$ cat src/rtl/scp_mul.sv
module scp_mul #(
  parameter int WA = 32,
  parameter int WB = 32,
  parameter int N = 1,
  parameter int PW = 1
) (
  input  logic clk,
  input  logic rst,
  input  logic en,
  input  logic in_valid,
  input  logic signed [WA-1:0] a [N],
  input  logic signed [WB-1:0] b [N],
  input  logic [PW-1:0] side_in,
  output logic out_valid,
  output logic signed [WA+WB-1:0] p [N],
  output logic [PW-1:0] side_out
);

  localparam int NA = (WA + 31) / 32;
  localparam int NB = (WB + 31) / 32;
  localparam int NS = NA * NB;
  localparam int WAX = NA * 32;
  localparam int WBX = NB * 32;
  localparam int WPX = WAX + WBX + 1;

  logic [NS:0] vld;
  logic [PW-1:0] sd [NS+1];
  logic [WAX-1:0] ar [NS+1][N];
  logic [WBX-1:0] br [NS+1][N];
  logic signed [WPX-1:0] acc [NS+1][N];
  logic signed [WPX-1:0] ppx [NS][N];

  // one 32x32 slice pair per stage, top slices signed
  always_comb begin
    logic signed [32:0] ax;
    logic signed [32:0] bx;
    logic signed [65:0] pp;
    for (int i = 0; i < NA; i++) begin
      for (int j = 0; j < NB; j++) begin
        for (int n = 0; n < N; n++) begin
          if (i == NA - 1) begin
            ax = signed'({ar[i*NB+j][n][32*i+31], ar[i*NB+j][n][32*i +: 32]});
          end else begin
            ax = signed'({1'b0, ar[i*NB+j][n][32*i +: 32]});
          end
          if (j == NB - 1) begin
            bx = signed'({br[i*NB+j][n][32*j+31], br[i*NB+j][n][32*j +: 32]});
          end else begin
            bx = signed'({1'b0, br[i*NB+j][n][32*j +: 32]});
          end
          pp = ax * bx;
          ppx[i*NB+j][n] = WPX'(pp) <<< (32 * (i + j));
        end
      end
    end
  end

  always_ff @(posedge clk) begin
    if (rst) begin
      vld <= '0;
    end else if (en) begin
      vld <= {vld[NS-1:0], in_valid};
    end
  end

  always_ff @(posedge clk) begin
    if (en) begin
      sd[0] <= side_in;
      for (int n = 0; n < N; n++) begin
        ar[0][n] <= WAX'(a[n]);
        br[0][n] <= WBX'(b[n]);
        acc[0][n] <= '0;
      end
      for (int k = 0; k < NS; k++) begin
        sd[k+1] <= sd[k];
        for (int n = 0; n < N; n++) begin
          ar[k+1][n] <= ar[k][n];
          br[k+1][n] <= br[k][n];
          acc[k+1][n] <= acc[k][n] + ppx[k][n];
        end
      end
    end
  end

  always_comb begin
    for (int n = 0; n < N; n++) begin
      p[n] = acc[NS][n][WA+WB-1:0];
    end
  end

  assign out_valid = vld[NS];
  assign side_out = sd[NS];

endmodule

$ cat config.mk
export PLATFORM = sky130hd
export DESIGN_NAME = scp_mul
export DESIGN_NICKNAME = d
export VERILOG_FILES = /design/src/rtl/scp_mul.sv
export SDC_FILE = /design/constraint.sdc
export NUM_CORES = 2
export LEC_CHECK = 0
export BUFFER_PORTS_ARGS = -buffer_cell sky130_fd_sc_hd__clkbuf_2
export CORE_MARGIN = 2
export CORE_UTILIZATION = 45
export DETAILED_ROUTE_END_ITERATION = 16
export PLACE_DENSITY_LB_ADDON = 0.08
export SLEW_MARGIN = 5
export SYNTH_ARGS = -nofsm -noshare
export SYNTH_HDL_FRONTEND = slang
export SYNTH_SLANG_ARGS = --single-unit
$ cat constraint.sdc
create_clock -name clk -period 10.8 [get_ports clk]
set_input_delay 0.54 -clock clk [delete_from_list [all_inputs] [get_ports clk]]
set_output_delay 0.54 -clock clk [all_outputs]
set_load 0.05 [all_outputs]
Yosys cells after proc, flatten, opt, wreduce, memory -nomap -nowiden --
Memories as Yosys holds them, arrays and structs flattened. Cells that the tools add are included. Widths: inputs -> output; s select.
Storage, ports and cells: bits in registers 2, bits in writable memories 260, input bits 69, output and inout bits 66, word-level logic and storage cells 9, memories kept 4
Operators by class: $add $sub $neg 1, multiply operators 1, multiplexer cells 2
Memories:
- acc | words 2, bits a word 65, rd ports 2, clocked after memory_dff 0, write ports 2, RTL line 30 | logic signed [WPX-1:0] acc [NS+1][N];
- ar | words 2, bits a word 32, rd ports 1, clocked after memory_dff 0, write ports 2, RTL line 28 | logic [WAX-1:0] ar [NS+1][N];
- br | words 2, bits a word 32, rd ports 1, clocked after memory_dff 0, write ports 2, RTL line 29 | logic [WBX-1:0] br [NS+1][N];
- sd | words 2, bits a word 1, rd ports 2, clocked after memory_dff 0, write ports 2, RTL line 27 | logic [PW-1:0] sd [NS+1];
Operators with widths (count):
- $add 65x64->65 | 1
- $mul 32x32->64 | 1
- $mux 1 | 2

Depth between registers and ports, before layout --
depth in word-level cells 2, mapped depth 28, depth with buffers taken out 26

Least setup slack after synthesis --
No wires, ideal clock.
path kind reg-to-reg, start mem ar[0][31] (netlist name), end mem acc[0][121] (netlist name) (data pin), library setup time 0.259 ns, arrival 7.446 ns, required time 10.541 ns, path slack 3.096 ns, cell stages (with the launch flop) 25, buffers on the path 2, period minus slack after synthesis 7.704 ns, path through edfxtp_1 -> clkbuf_1 -> nand2_1 -> inv_1 -> fa_1 -> fa_1 -> fa_1 -> fa_1 -> inv_1 -> fa_1 -> inv_1 -> fa_1 -> inv_1 -> fa_1 -> inv_1 -> fa_1 -> ha_1 -> clkbuf_1 -> and3_1 -> nand3_1 -> a31oi_1 -> o21ai_1 -> a21boi_1 -> nor4_1 -> a211o_1
RTL lines (RTL line):
- start: declaration | 28
- end: declaration | 30

==> impl_metrics.tcl <==
set metrics [dict create \
    routed_wl_um 118000 \
    whs_ps 186 \
    finalClockSkew_ps 23.3 \
    synth_seq_cells 132 \
    fill_cells 8467 \
    gp_congestion 0.902 \
    grt_usage_pct 27.8 \
    drt_iter0_drc 1369 \
    ant_nets 0 \
    worstPathMaxFanout 25 \
    core_area_um2 88400 \
    setup_viol 0 \
    hp-class "in2reg" \
    ys_seq_area_share_pct 9.83 \
    avgViaCountPerCell 5.08 \
    htreeDepth 4 \
    dpl.hpwl_um 99000 \
    grt_overflow_total 0 \
    worst_r2r_endpoint "acc[0][122]$_DFFE_PP_" \
    status "completed" \
    async_reset_ff_share_pct 0 \
    end_kind "flip-flop" \
    layout-drive-gt1-share_pct 6.21 \
    rsz0062_at_grt "false" \
    crit_required_ps 11070 \
    hold_viol 0 \
    num-nets-final 5362 \
    grt_pass1_wl_um 187000 \
    max_slew_margin_pct 24.6 \
    critPathLaunchType "flip-flop" \
    synth_edf_count 130 \
    grt_pass1_vias 29810 \
    arrival_ps 10030 \
    post-cts-setup-buffers 0 \
    cts_buffers 17 \
    crit_end "acc[0][122]$_DFFE_PP_" \
    postCtsHoldBufs 0 \
    fp.dieW_um 303 \
    max_clock_freq_mhz 102 \
    via_count 26468 \
    ys.flop_type "edfxtp_1" \
    hp-start "b[27]" \
    layout.area.seq_um2 3940 \
    synth_cells 4008 \
    final_cell_mix "fa_1, inv_1, and2_1, nand2_1, ha_1" \
    crit-reg2reg-launch "br[0][5]$_DFFE_PP_" \
    drtPass1Iterations 5 \
    areaGrowthSynthToFinish_pct 6.33 \
    finalCriticalPeriod_ps 9760 \
    insertion_delay_ps 520 \
    clockBufferDepth 2 \
    max_slew.worst_pin.slew_ps 1130 \
    row_count 109 \
    multiInputGateArea_um2 31800 \
    die_y_um 303 \
    grt_max_degree 60 \
    cts-root-buf "clkbuf_16" \
    post-route-cell-area_um2 42700 \
    cts_resized 0 \
    cp-startpoint "br[0][5]$_DFFE_PP_" \
    synth.avg_cell_area_um2 10.0 \
    cts_tree "yes" \
    final_util_pct 48.3 \
    ys_warn_count 0 \
    io-pin-count 135 \
    finalSetupTns_ps 0 \
    die_area_um2 91500 \
    io_buffers 134 \
    drv_slew 0 \
    clkTransAtPathRegs_ps 80 \
    synth.distinct_cells 54 \
    antenna_found_initial 2 \
    initial_core_util_pct 45.4 \
    place_area_um2 42100 \
    final_common_cell "fa_1" \
    drc 0 \
    syn_nets 5343 \
    r2r_slack_ps 1040 \
    numClockSinks 132 \
    drv_cap 0 \
    critPathKind "reg2reg" \
    finalCritPeriodShare_pct 90.4 \
    syn_area_um2 40100 \
    wl_per_cell_um 22.7 \
    reg2reg_depth 24 \
]
critical path, stage by stage, from the launching register on:
cell and delay (ps):
edfxtp_1 1060, nand2_1 320, inv_1 170, fa_1 400, inv_1 250, fa_1 470
inv_1 260, fa_1 500, fa_1 1040, inv_1 440, fa_1 600, inv_1 60
fa_1 550, inv_1 50, fa_1 480, inv_1 70, fa_1 480, ha_1 490
and3_1 260, nand2_1 60, o21ai_0 630, nor3_1 160, o21ai_1 340, o21ai_1 110
a31o_1 230
area by class of cell:
cell class	instances	area share, %
inverters	959	8.44
clock buffers	23	1.10
flip-flops and latches	132	9.25
diodes	1	0.00587
multi-input cells	2702	74.4
well taps	1165	3.42
repair buffers	215	3.10
clock inverters	9	0.246
registers in the layout, summed over array words and instances, names as in the netlist:
signal,cells
acc,64
vld,2
ar,32
sd,2
br,32
worst min-delay path by stage:
stage,to,slack (ps),cells after the start
after floorplan,sd[0][1]$_DFFE_PP_,400,0
after CTS,br[0][29]$_DFFE_PP_,150,1
final,br[0][27]$_DFFE_PP_,190,1
after detailed placement,sd[0][1]$_DFFE_PP_,410,0
after global routing,br[0][27]$_DFFE_PP_,170,1
after global placement,sd[0][1]$_DFFE_PP_,400,0
per-layer routing:
metal	vias to the layer above	GRT usage [%]	share of wire (%)
met4	0	9.89	3.8
met5	-	0	0
met1	14149	36.6	41
met3	153	3.82	4.1
li1	11573	-	-
met2	593	47.2	51
synthesized netlist by cell type (all sizes together) (2+ instances only):
| cell | n | area (µm²) |
|---|---|---|
| clkbuf | 214 | 803 |
| o211ai | 4 | 30.0 |
| nand2b | 6 | 37.5 |
| xor2 | 21 | 184 |
| nand3 | 11 | 55.1 |
| o31ai | 2 | 15.0 |
| fa | 1082 | 21700 |
| a211oi | 5 | 37.5 |
| nand2 | 512 | 1920 |
| o21bai | 12 | 90.1 |
| nor4 | 3 | 18.8 |
| o211a | 2 | 20.0 |
| and3 | 6 | 42.5 |
| or2 | 2 | 12.5 |
| nor2b | 33 | 206 |
| and2 | 520 | 3250 |
| o311ai | 2 | 25.0 |
| o21ai | 37 | 185 |
| o21a | 4 | 30.0 |
| a221o | 2 | 20.0 |
| mux2i | 3 | 30.0 |
| nor2 | 42 | 158 |
| nand4 | 18 | 113 |
| a31o | 2 | 17.5 |
| a2111oi | 2 | 36.3 |
| and4 | 3 | 26.3 |
| dfxtp | 2 | 40.0 |
| a21o | 31 | 233 |
| a21oi | 72 | 360 |
| nor3 | 13 | 70.1 |
| inv | 959 | 3600 |
| xnor2 | 49 | 429 |
| a31oi | 4 | 25.0 |
| ha | 184 | 2300 |
| edfxtp | 130 | 3900 |
| a21boi | 3 | 22.5 |
kinds of logic (layout without fill, tap and decap cells):
| group | Yosys count | in the layout | share of synthesized area (%) |
|---|---|---|---|
| mux | 4 | 4 | 0.103 |
| other cells | 0 | 1 | 0 |
| buf+inv | 1174 | 1206 | 11.0 |
| xor+xnor | 70 | 70 | 1.53 |
| compound gates | 191 | 191 | 3.02 |
| fa+ha+maj | 1266 | 1266 | 59.7 |
| flops | 132 | 132 | 9.83 |
| simple gates | 1171 | 1171 | 14.8 |
through the flow:
| step | instances | worst slack, ps |
|---|---|---|
| 2_1_floorplan | 4008 | 3100 |
| 3_3_place_gp | 5173 | 913 |
| 3_5_place_dp | 5173 | 978 |
| 4_1_cts | 5205 | 925 |
| 5_1_grt | 5205 | 575 |
| 6_report | 5206 | 1040 |
Power is not shown: default switching activity piles up to over one toggle a cycle in this logic, so the estimate is an artifact.
